### config.mk
export PLATFORM = sky130hd
export DESIGN_NAME = circle_rasterizer
export DESIGN_NICKNAME = d
export VERILOG_FILES = /design/src/hw/rtl/crast_pkg.sv /design/src/hw/rtl/crast_front.sv /design/src/hw/rtl/crast_back.sv /design/src/hw/rtl/crast_res_q.sv /design/src/hw/rtl/circle_rasterizer.sv
export SDC_FILE = /design/constraint.sdc
export NUM_CORES = 1
export LEC_CHECK = 0
export ABC_AREA = 1
export CAP_MARGIN = 10
export CORE_ASPECT_RATIO = 0.5
export CORE_MARGIN = 10
export CORE_UTILIZATION = 45
export DETAILED_ROUTE_END_ITERATION = 12
export DONT_BUFFER_PORTS = 1
export HOLD_SLACK_MARGIN = 0.1
export PLACE_DENSITY = 0.57
export SYNTH_ARGS = -nofsm -noshare
export SYNTH_HDL_FRONTEND = slang
export SYNTH_HIERARCHICAL = 1
export SYNTH_SLANG_ARGS = --single-unit
export TNS_END_PERCENT = 5
### constraint.sdc
create_clock -name clk -period 8 [get_ports clk]
set_clock_uncertainty 0.05 [all_clocks]
set_input_delay 0.8 -clock clk [delete_from_list [all_inputs] [get_ports clk]]
set_output_delay 0.8 -clock clk [all_outputs]
set_load 0.02 [all_outputs]
### src/hw/rtl/crast_pkg.sv
`timescale 1ns / 1ps
// circle rasterizer package: payload structs, command struct, widths and constants
// no dependencies

package crast_pkg;

  localparam int COORD_BITS = 10;
  localparam int RADIUS_W   = 9;
  localparam int PIX_W      = 12;
  localparam int OCT_W      = RADIUS_W + 2;
  localparam int DEC_W      = 14;
  localparam int REFL_W     = 3;

  localparam logic [RADIUS_W-1:0] RADIUS_RESET = RADIUS_W'(15);
  localparam logic [REFL_W-1:0]   REFL_LAST    = REFL_W'(7);
  localparam logic [REFL_W-1:0]   REFL_SWAP    = REFL_W'(4);
  localparam logic signed [DEC_W-1:0] D_INIT     = DEC_W'(3);
  localparam logic signed [DEC_W-1:0] D_DIAG     = DEC_W'(10);
  localparam logic signed [DEC_W-1:0] D_STRAIGHT = DEC_W'(6);

  typedef enum logic {
    KIND_START = 1'b0,
    KIND_STEP  = 1'b1
  } crast_kind_t;

  typedef struct packed {
    crast_kind_t            kind;
    logic [COORD_BITS-1:0]  center_x;
    logic [COORD_BITS-1:0]  center_y;
  } crast_in_t;

  typedef struct packed {
    logic signed [PIX_W-1:0] pixel_x;
    logic signed [PIX_W-1:0] pixel_y;
    logic                    last;
  } crast_res_t;

  typedef struct packed {
    crast_kind_t              kind;
    logic [COORD_BITS-1:0]    center_x;
    logic [COORD_BITS-1:0]    center_y;
    logic [RADIUS_W-1:0]      radius;
    logic signed [DEC_W-1:0]  d_init;
  } crast_cmd_t;

endpackage

### src/hw/rtl/crast_front.sv
`timescale 1ns / 1ps
// front end: accepts items, tags every item with radius and initial decision, queues them
// depends on crast_pkg

module crast_front (
  input  logic                   clk,
  input  logic                   rst,
  input  crast_pkg::crast_in_t   command,
  input  logic                   push,
  output logic                   full,
  input  logic [crast_pkg::RADIUS_W-1:0] radius,
  output crast_pkg::crast_cmd_t  cmd,
  output logic                   cmd_valid,
  input  logic                   cmd_pop
);
  import crast_pkg::*;

  crast_cmd_t mem [2];
  logic       wr_ptr;
  logic       rd_ptr;
  logic [1:0] count;
  logic       wr_en;
  crast_cmd_t entry;

  assign full      = (count == 2'd2);
  assign cmd_valid = (count != 2'd0);
  assign wr_en     = push && !full;
  assign cmd       = mem[rd_ptr];

  always_comb begin
    entry.kind     = command.kind;
    entry.center_x = command.center_x;
    entry.center_y = command.center_y;
    entry.radius   = radius;
    entry.d_init   = D_INIT - signed'(DEC_W'({radius, 1'b0}));
  end

  always_ff @(posedge clk) begin
    if (wr_en) begin
      mem[wr_ptr] <= entry;
    end
  end

  always_ff @(posedge clk) begin
    if (rst) begin
      wr_ptr <= 1'b0;
      rd_ptr <= 1'b0;
      count  <= 2'd0;
    end else begin
      if (wr_en) begin
        wr_ptr <= !wr_ptr;
      end
      if (cmd_pop) begin
        rd_ptr <= !rd_ptr;
      end
      count <= count + 2'(wr_en) - 2'(cmd_pop);
    end
  end

endmodule

### src/hw/rtl/crast_back.sv
`timescale 1ns / 1ps
// back end: octant point sequencer, one reflected pixel per step command while a circle is active
// depends on crast_pkg

module crast_back (
  input  logic                  clk,
  input  logic                  rst,
  input  crast_pkg::crast_cmd_t cmd,
  input  logic                  cmd_valid,
  output logic                  cmd_pop,
  input  logic                  res_full,
  output crast_pkg::crast_res_t res,
  output logic                  res_push
);
  import crast_pkg::*;

  logic                     busy;
  logic [COORD_BITS-1:0]    hold_cx;
  logic [COORD_BITS-1:0]    hold_cy;
  logic signed [OCT_W-1:0]  octant_x;
  logic signed [OCT_W-1:0]  octant_y;
  logic signed [DEC_W-1:0]  decision;
  logic [REFL_W-1:0]        reflection;
  logic                     final_point;

  logic                     fire;
  logic                     is_start;
  logic signed [OCT_W-1:0]  a;
  logic signed [OCT_W-1:0]  b;
  logic signed [PIX_W-1:0]  cx_w;
  logic signed [PIX_W-1:0]  cy_w;
  logic signed [PIX_W-1:0]  a_w;
  logic signed [PIX_W-1:0]  b_w;
  logic signed [OCT_W-1:0]  x_next;
  logic signed [OCT_W-1:0]  y_next;
  logic signed [DEC_W-1:0]  decision_next;
  logic                     go_diag;

  assign fire     = cmd_valid && !res_full;
  assign cmd_pop  = fire;
  assign is_start = (cmd.kind == KIND_START);
  assign res_push = fire && !is_start && busy;

  // reflection select
  always_comb begin
    if (reflection < REFL_SWAP) begin
      a = octant_x;
      b = octant_y;
    end else begin
      a = octant_y;
      b = octant_x;
    end
    cx_w = signed'(PIX_W'(hold_cx));
    cy_w = signed'(PIX_W'(hold_cy));
    a_w  = PIX_W'(a);
    b_w  = PIX_W'(b);
    res.pixel_x = reflection[0] ? cx_w - a_w : cx_w + a_w;
    res.pixel_y = reflection[1] ? cy_w - b_w : cy_w + b_w;
    res.last    = final_point && (reflection == REFL_LAST);
  end

  // point advance
  always_comb begin
    go_diag = (decision > 0);
    x_next  = octant_x + OCT_W'(1);
    y_next  = go_diag ? octant_y - OCT_W'(1) : octant_y;
    if (go_diag) begin
      decision_next = decision + (DEC_W'(x_next - y_next) <<< 2) + D_DIAG;
    end else begin
      decision_next = decision + (DEC_W'(x_next) <<< 2) + D_STRAIGHT;
    end
  end

  always_ff @(posedge clk) begin
    if (rst) begin
      busy        <= 1'b0;
      hold_cx     <= '0;
      hold_cy     <= '0;
      octant_x    <= '0;
      octant_y    <= '0;
      decision    <= '0;
      reflection  <= '0;
      final_point <= 1'b0;
    end else if (fire) begin
      if (is_start) begin
        busy        <= 1'b1;
        hold_cx     <= cmd.center_x;
        hold_cy     <= cmd.center_y;
        octant_x    <= '0;
        octant_y    <= signed'(OCT_W'(cmd.radius));
        decision    <= cmd.d_init;
        reflection  <= '0;
        final_point <= 1'b0;
      end else if (busy) begin
        reflection <= reflection + REFL_W'(1);
        if (reflection == REFL_LAST) begin
          if (final_point) begin
            busy <= 1'b0;
          end else begin
            octant_x    <= x_next;
            octant_y    <= y_next;
            decision    <= decision_next;
            final_point <= (y_next < x_next);
          end
        end
      end
    end
  end

  a_idle_refl: assert property (@(posedge clk) disable iff (rst)
    !busy |-> (reflection == '0))
    else $error("reflection not cleared while idle");

  a_push_busy: assert property (@(posedge clk) disable iff (rst)
    res_push |-> busy && !res_full)
    else $error("pixel pushed while idle or queue full");

  a_last_ends: assert property (@(posedge clk) disable iff (rst)
    (res_push && res.last) |=> !busy)
    else $error("circle did not end after last pixel");

endmodule

### src/hw/rtl/crast_res_q.sv
`timescale 1ns / 1ps
// result queue: two-entry buffer between the sequencer and the pixel consumer
// depends on crast_pkg

module crast_res_q (
  input  logic                  clk,
  input  logic                  rst,
  input  crast_pkg::crast_res_t res,
  input  logic                  res_push,
  output logic                  res_full,
  output crast_pkg::crast_res_t pixel,
  output logic                  empty,
  input  logic                  pop
);
  import crast_pkg::*;

  crast_res_t mem [2];
  logic       wr_ptr;
  logic       rd_ptr;
  logic [1:0] count;
  logic       rd_en;

  assign res_full = (count == 2'd2);
  assign empty    = (count == 2'd0);
  assign rd_en    = pop && !empty;
  assign pixel    = mem[rd_ptr];

  always_ff @(posedge clk) begin
    if (res_push) begin
      mem[wr_ptr] <= res;
    end
  end

  always_ff @(posedge clk) begin
    if (rst) begin
      wr_ptr <= 1'b0;
      rd_ptr <= 1'b0;
      count  <= 2'd0;
    end else begin
      if (res_push) begin
        wr_ptr <= !wr_ptr;
      end
      if (rd_en) begin
        rd_ptr <= !rd_ptr;
      end
      count <= count + 2'(res_push) - 2'(rd_en);
    end
  end

  a_count_max: assert property (@(posedge clk) disable iff (rst)
    count <= 2'd2)
    else $error("result queue count overflow");

  a_no_overrun: assert property (@(posedge clk) disable iff (rst)
    res_full |-> !res_push)
    else $error("push into full result queue");

endmodule

### src/hw/rtl/circle_rasterizer.sv
`timescale 1ns / 1ps
// circle rasterizer top level: radius register, front queue, sequencer, result queue
// depends on crast_pkg, crast_front, crast_back, crast_res_q
//
// usage
//   command channel: push/full; kind start latches a centre and restarts the
//   circle with the current radius, kind step asks for the next pixel
//   pixel channel: empty/pop; pixel_x, pixel_y and last of the oldest pixel
//   radius: radius_we/radius_wdata, written while the block is idle
// timing
//   a step is registered in the command queue, its pixel in the result queue
//   one item per cycle while the result queue has room; the octant sequencer
//   advances one reflection per step, and its point update is combinational
//   starts and steps while idle are taken by the sequencer and give no pixel
// reset
//   synchronous; both queues empty, sequencer idle, radius 15
// stall
//   a held pixel leaves the sequencer running until the two-entry result
//   queue fills; then the two-entry command queue fills and full rises

module circle_rasterizer (
  input  logic                             clk,
  input  logic                             rst,
  input  crast_pkg::crast_in_t             command,
  input  logic                             push,
  output logic                             full,
  output crast_pkg::crast_res_t            pixel,
  output logic                             empty,
  input  logic                             pop,
  input  logic                             radius_we,
  input  logic [crast_pkg::RADIUS_W-1:0]   radius_wdata
);
  import crast_pkg::*;

  logic [RADIUS_W-1:0] radius;
  crast_cmd_t          cmd;
  logic                cmd_valid;
  logic                cmd_pop;
  crast_res_t          res;
  logic                res_push;
  logic                res_full;

  always_ff @(posedge clk) begin
    if (rst) begin
      radius <= RADIUS_RESET;
    end else if (radius_we) begin
      radius <= radius_wdata;
    end
  end

  crast_front u_front (
    .clk       (clk),
    .rst       (rst),
    .command   (command),
    .push      (push),
    .full      (full),
    .radius    (radius),
    .cmd       (cmd),
    .cmd_valid (cmd_valid),
    .cmd_pop   (cmd_pop)
  );

  crast_back u_back (
    .clk       (clk),
    .rst       (rst),
    .cmd       (cmd),
    .cmd_valid (cmd_valid),
    .cmd_pop   (cmd_pop),
    .res_full  (res_full),
    .res       (res),
    .res_push  (res_push)
  );

  crast_res_q u_res_q (
    .clk      (clk),
    .rst      (rst),
    .res      (res),
    .res_push (res_push),
    .res_full (res_full),
    .pixel    (pixel),
    .empty    (empty),
    .pop      (pop)
  );

endmodule
-- Word level (Yosys, flattened, before mapping)
Memory sizes are Yosys's and may differ from the RTL's. A register that Yosys moved wholly into a read port is not among the register bits.
Cells that the tools add are included.
- bits in writable memories: 138
- output and inout bits: 27
- register bits: 78
- memories: 2
- multiplexer cells: 36
- bitwise operators: 1
- eq/ne operators: 6
- reductions and logical operators: 19
- add/sub/neg operators: 17
- $lt $le $gt $ge: 3
- memory list (name ; depth ; width ; read ports ; clocked after Yosys merged registers in ; write ports ; RTL line ; text):
    u_front.mem ; 2 ; 44 ; 1 ; 1 ; 1 ; crast_front.sv:18 ; crast_cmd_t mem [2];
    u_res_q.mem ; 2 ; 25 ; 1 ; 1 ; 1 ; crast_res_q.sv:17 ; crast_res_t mem [2];
- operator list (operator ; number):
    2-to-1 mux 11 bit ; 11
    2-to-1 mux 14 bit ; 5
    subtractor 11 x 11 -> 12 bit ; 3
    adder 11 x 11 -> 12 bit ; 2
    2-to-1 mux 12 bit ; 2
    2-to-1 mux 1 bit ; 16
    adder 14 x 13 -> 14 bit ; 1
    adder 14 bit ; 1
    adder 14 x 4 -> 14 bit, second input constant ; 1
    adder 14 x 5 -> 14 bit, second input constant ; 1
    > comparator 14 x 1 -> 1 bit, second input constant ; 1
    adder 11 x 2 -> 11 bit, second input constant ; 1
    less-than comparator 11 bit ; 1
    subtractor 11 x 2 -> 11 bit, second input constant ; 1
    subtractor 2 x 10 -> 11 bit, first input constant ; 1
    zero test 1 bit ; 7
    logical AND 1 bit ; 6
    2-to-1 mux 3 bit ; 2
    != test 2 bit, second input constant ; 3
    adder 2 x 1 -> 2 bit ; 2
    equality test 2 bit, second input constant ; 2
    AND reduction 2 bit ; 2
    AND reduction 4 bit ; 1
    subtractor 2 x 1 -> 2 bit ; 2
    7 further kinds ; 7

-- Logic depth before layout (Yosys ltp)
- depth in word-level cells: 10
- depth in mapped cells: 32
- gate-level depth less buffers: 31

-- By module
Netlist, hierarchy kept.
- by module, submodules not included (module ; cells an instance ; area an instance (um^2) ; sequential area each (um^2) ; times used):
    crast_back ; 1079 ; 7020.5 ; 1221.2 ; 1
    crast_front ; 194 ; 3291.9 ; 2442.3 ; 1
    crast_res_q ; 115 ; 2152.1 ; 1601.5 ; 1
    circle_rasterizer ; 49 ; 342.8 ; 180.2 ; 1

-- Worst setup path after synthesis
No wires, ideal clock.
- kind: register -> register
- start point: register u_back.decision[11]
- end point: register u_back.decision[13]
- clock period less this slack: 3954 ps
- path slack: 4046 ps
- cell stages (with the launch flop): 27
- data arrival time: 3772 ps
- library setup time: 132 ps
- required time: 7818 ps
- cells stage by stage: dfxtp_1 -> nor3_1 -> nand3_1 -> nand3b_1 -> nand2_1 -> buf_2 -> xor2_1 -> ha_1 -> fa_1 -> o21ai_0 -> a31oi_1 -> o221ai_1 -> xor2_1 -> ha_1 -> ha_1 -> nand2_1 -> nand2_1 -> inv_1 -> nor2_1 -> nor2_1 -> nand2_1 -> nor2_1 -> nand3_1 -> nand3_1 -> nand3_1 -> nand2_1 -> a21oi_1
- longest elaborated chain between the ends: 10
- elaborated cells on any way between the ends: 12
- those cells by class: add/sub: 5; order compare: 1; mux: 6
- ends and longest elaborated chain (what ; RTL line ; text):
    from (decl) ; crast_back.sv:22 ; logic signed [DEC_W-1:0] decision;
    from (signal assigned) ; crast_back.sv:91 ; decision <= cmd.d_init;
    from (signal assigned) ; crast_back.sv:102 ; decision <= decision_next;
    > comparator 14 x 1 -> 1 bit ; crast_back.sv:64 ; go_diag = (decision > 0);
    2-to-1 mux 11 bit ; crast_back.sv:66 ; y_next = go_diag ? octant_y - OCT_W'(1) : octant_y;
    subtractor 11 x 11 -> 12 bit ; crast_back.sv:68 ; decision_next = decision + (DEC_W'(x_next - y_next) <<< 2) + D_DIAG;
    adder 14 bit ; crast_back.sv:68 ;
    adder 14 x 5 -> 14 bit ; crast_back.sv:68 ;
    2-to-1 mux 14 bit * ; crast_back.sv:67 ; if (go_diag) begin
    2-to-1 mux 14 bit * ; crast_back.sv:97 ; if (final_point) begin
    2-to-1 mux 14 bit * ; crast_back.sv:96 ; if (reflection == REFL_LAST) begin
    2-to-1 mux 14 bit * ; crast_back.sv:94 ; end else if (busy) begin
    2-to-1 mux 14 bit * ; crast_back.sv:85 ; if (is_start) begin
Mark *: on every way between the ends. The rest lies on a longest branch, timed or not. The select of a mux whose other input is x is not followed.
A chain may end at the register's enable or synchronous reset.

-- Worst setup path in the final report
Same ends and word-level chain as after synthesis.

==> results.md <==
- The flow ran to the end, and the final reports show no timing, DRC or antenna violations.
- The pre-antenna-repair detailed-routing pass consisted of 5 iterations.
- After detailed routing, the number of remaining DRC violations is 0.
- After detailed routing, the number of vias per cell comes to 5.14.
- The met3 routing resource usage after global routing is 2.35%.
- Synthesis produced 1437 cells.
- The region available for standard cell placement spans 0.0279 sq mm.
- The routed layout has 9317 vias.
- Static timing analysis puts the maximum clock frequency at 0.181 GHz.
- The final sum of negative setup slack is 0 ps.
- In the global route stage, met1 resource usage came out at 22.0%.
- The source-to-sink clock delay at the later pin of the worst-skew pair is 520 ps.
- The share of the Yosys chip area taken by registers is 42.5%.
- The die covers 0.0360 sq mm.
- Setup repair after global routing left no endpoint under its margin.
- Synthesis instantiated 57 different standard cells from the library.
- Timing analysis after detailed placement gives a worst setup slack of 2510 ps.
- For this design, the CTS-stage hold fixing added 0 buffers.
- The area overhead of the layout relative to synthesis is 6.40%.
- The class of the worst hold path is input pin to flop.
- The clock slew at the register clock pins of the worst setup and hold paths is 60 ps.
- Among the stages of the critical path, the cell type that occurs most often is nand2_1.
- 0 antenna diodes ended up in the layout.
- The worst min-delay path startpoint is rst.
- The yosys synthesis warning count is 6.
- After global routing, the most crowded layer is met2.
- The worst setup path startpoint is u_back/decision[11].
- The layout has 2646 filler cells.
- When the netlist entered floorplanning its net count stood at 1563.
- The maximum level of the CTS H-tree is 1.
- The proportion of synthesized flip-flops having asynchronous set or reset is 0%.
- The count of state elements after synthesis is 208.
- The type of origin of the critical path is a flop.
- Global routing finished with a remaining overflow of 0.
- The reported max-cap violation count is 0.
- STA puts the critical path data arrival time at 5870 ps.
- Gates resized during post-CTS repair numbered 0.
- The detailed-route wire length is 29.7 mm.
- The netlist area before placement is 0.0128 sq mm.
- TritonCTS built the clock tree.
- The maximum clock insertion buffer count is 3.
- The weighted congestion at the end of routability-driven global placement is 0.919.
- Row generation in the floorplan step produced 43 rows.
- The first-pass GRT wire length is 47.3 mm.
- The buffers inserted during post-CTS setup optimization is 0.
- For this run, global-route usage on met2 was measured as 26.6%.
- Clock tree synthesis selected as its root buffer the cell clkbuf_16.
- In the synthesized netlist the dominant register cell turns out to be edfxtp_1.
- TritonCTS created 21 clock buffers.
- The number of DRC violations after detailed-routing iteration 0 is 737.
- The half-perimeter wire length of the detailed placement result is 22.5 mm.
- The clock net in this run drives a total of 208 sinks.
- For this run, the total global-route usage over all layers was measured as 16.1%.
- The detail route stage leaves a number of antenna-violating nets equal to 0.
- Entering global routing, the biggest net connects 47 pins.
- The worst slew margin relative to its limit is 24.5%.
- STA puts the critical path data required time at 8350 ps.
- Measured along the x axis, the die boundary spans 259 um.
- The finished layout holds 1814 standard cells, fillers aside.
- The count of port buffers added during placement is 0.
- The beginning of the worst register-to-register path is u_back/decision[11].
- After synthesis, the mean cell area works out to 8.91 sq um.
- The max-slew violation total from the final report is 0.
- Setup violations remaining at the end of the flow were counted as 0.
- The standard cell with the maximum stage delay on the critical path is inv_1.
- The slew at the pin closest to its max-slew limit is 1130 ps.
- For this run, the slowest stage of the critical path takes 560 ps.
- Including well taps, the total number of placed cells is 1775.
- The initial antenna violation count came to 0.
- The type of destination of the critical path is a flop.
- The post-route minimum period is 5510 ps.
- The maximum fanout along the worst path is 23.
- After layout, the worst path uses 68.9% of the clock period.
- 62 I/O pins were placed.
- The chip height is 139 um.
- Once routing completed, OpenROAD measured the worst setup slack at 2490 ps.
- The final layout net count is 1543.
- The starting density of the core is 46.0%.
- The share of cells above drive strength 1 is 10.5%.
- In this run, synthesis inferred 128 flip-flops with an integrated enable.
- The number of global-route vias before repair is 8911.
- The critical path is of the flop to flop type.
- The routed length per instance is 16.4 um.
- The hold violation total from the final report was 0.
[metal layers]
layer	wire length [um]	share of wire, %	vias to the layer above
met3	1310	4.4	31
met1	14000	47	4370
li1	-	-	4749
met2	13900	47	167
met4	444	1.5	0
met5	0	0	-
[placed cells by master (no fill, tap or decap), types with 4 or more instances in the layout]
| cell | count |
|---|---|
| nand2_1 | 256 |
| inv_1 | 175 |
| nor2_1 | 167 |
| edfxtp_1 | 128 |
| ha_1 | 86 |
| a21oi_1 | 81 |
| dfxtp_1 | 77 |
| o21ai_0 | 70 |
| nand3_1 | 64 |
| xor2_1 | 53 |
| mux2_2 | 34 |
| mux2_4 | 30 |
| clkbuf_16 | 21 |
| xnor2_1 | 19 |
| nand4_1 | 16 |
| nor3_1 | 12 |
| o21ai_2 | 11 |
| a22oi_1 | 9 |
| o21ai_1 | 8 |
| a31oi_1 | 8 |
| nor2_4 | 7 |
| clkinv_1 | 6 |
| clkbuf_1 | 6 |
| nor2_2 | 6 |
| a21o_1 | 6 |
| inv_2 | 5 |
| o211ai_1 | 5 |
| o21bai_1 | 5 |
| fa_1 | 5 |
| nand2_2 | 4 |
| a21oi_4 | 4 |
| buf_4 | 4 |
[critical path, delay by kind of cell (launching register included)]
family | cells | cell delay, ps
AND/OR/NAND/NOR | 18 | 2280
adder cells (fa/ha/maj) | 3 | 990
AO/OA/AOI/OAI | 4 | 720
buffers and inverters | 3 | 690
flip-flops | 1 | 340
XOR/XNOR | 1 | 300
[logic make-up after synthesis]
| kind of cell | synth area share, % |
|---|---|
| other cells | 0.0293 |
| compound gates | 10.3 |
| mux | 6.51 |
| simple gates | 18.4 |
| flops | 42.5 |
| xor+xnor | 4.92 |
| fa+ha+maj | 9.18 |
| buf+inv | 8.16 |
[cell type report]
cell class	count	area, sq um	area share, %
repair buffers	5	57.6	0.422
well taps	382	478	3.51
clock inverters	9	52.6	0.386
inverters	183	687	5.04
flip-flops and latches	208	5450	40.0
multi-input cells	998	6330	46.4
clock buffers	29	576	4.22
[stage by stage]
step / instance area [sq um] / hold WS [ps] / util (%)
after floorplan: 12800 / 385 / -
after global placement: 13000 / 405 / 46.5
after detailed placement: 13000 / 419 / 46.5
after CTS: 13600 / 273 / 48.8
after global routing: 13600 / 278 / 48.9
final: 13600 / 301 / 48.9
[path summary, 6_finish.rpt]
kind | endpoint | cells past startpoint | slack [ps]
setup / recovery | u_back/decision[13] | 29 | 2490
hold / removal | flop | 1 | 300
setup reg to reg | u_back/decision[13] | 29 | 2490
hold reg to reg | u_back/hold_cx[0] | 2 | 430
[registers in the layout, summed over array words and instances (netlist names), named ones only]
signal,count
u_res_q/wr_ptr,1
u_back/hold_cy,10
u_back/reflection,3
u_back/decision,14
radius,9
u_res_q/mem,50
u_back/busy,1
u_front/mem,78
u_res_q/count,2
u_front/wr_ptr,1
u_back/octant_y,11
u_res_q/rd_ptr,1
u_front/count,2
u_back/octant_x,11
u_back/final_point,1
u_front/rd_ptr,1
u_back/hold_cx,10
[Yosys cell counts (6+ instances only)]
cell / n / area share, %
dfxtp_1: 80 / 13
a31oi_1: 8 / 0.39
edfxtp_1: 128 / 30
xor2_1: 53 / 3.6
buf_6: 6 / 0.53
o21ai_2: 11 / 0.75
xnor2_1: 19 / 1.3
nor2_4: 6 / 0.53
nor3_1: 12 / 0.47
nand4_1: 16 / 0.78
mux2_4: 30 / 3.5
mux2_2: 34 / 3.0
nand3_1: 64 / 2.5
nor2_1: 169 / 5.0
o21ai_0: 70 / 2.7
nand2_1: 256 / 7.5
clkbuf_1: 14 / 0.41
buf_4: 10 / 0.59
inv_1: 175 / 5.1
ha_1: 86 / 8.4
buf_2: 8 / 0.31
a21oi_1: 81 / 3.2
a22oi_1: 9 / 0.53
a21o_1: 6 / 0.35
o21ai_1: 8 / 0.31
Power is not shown: default switching activity piles up to over one toggle a cycle in this logic, so the estimate is an artifact.
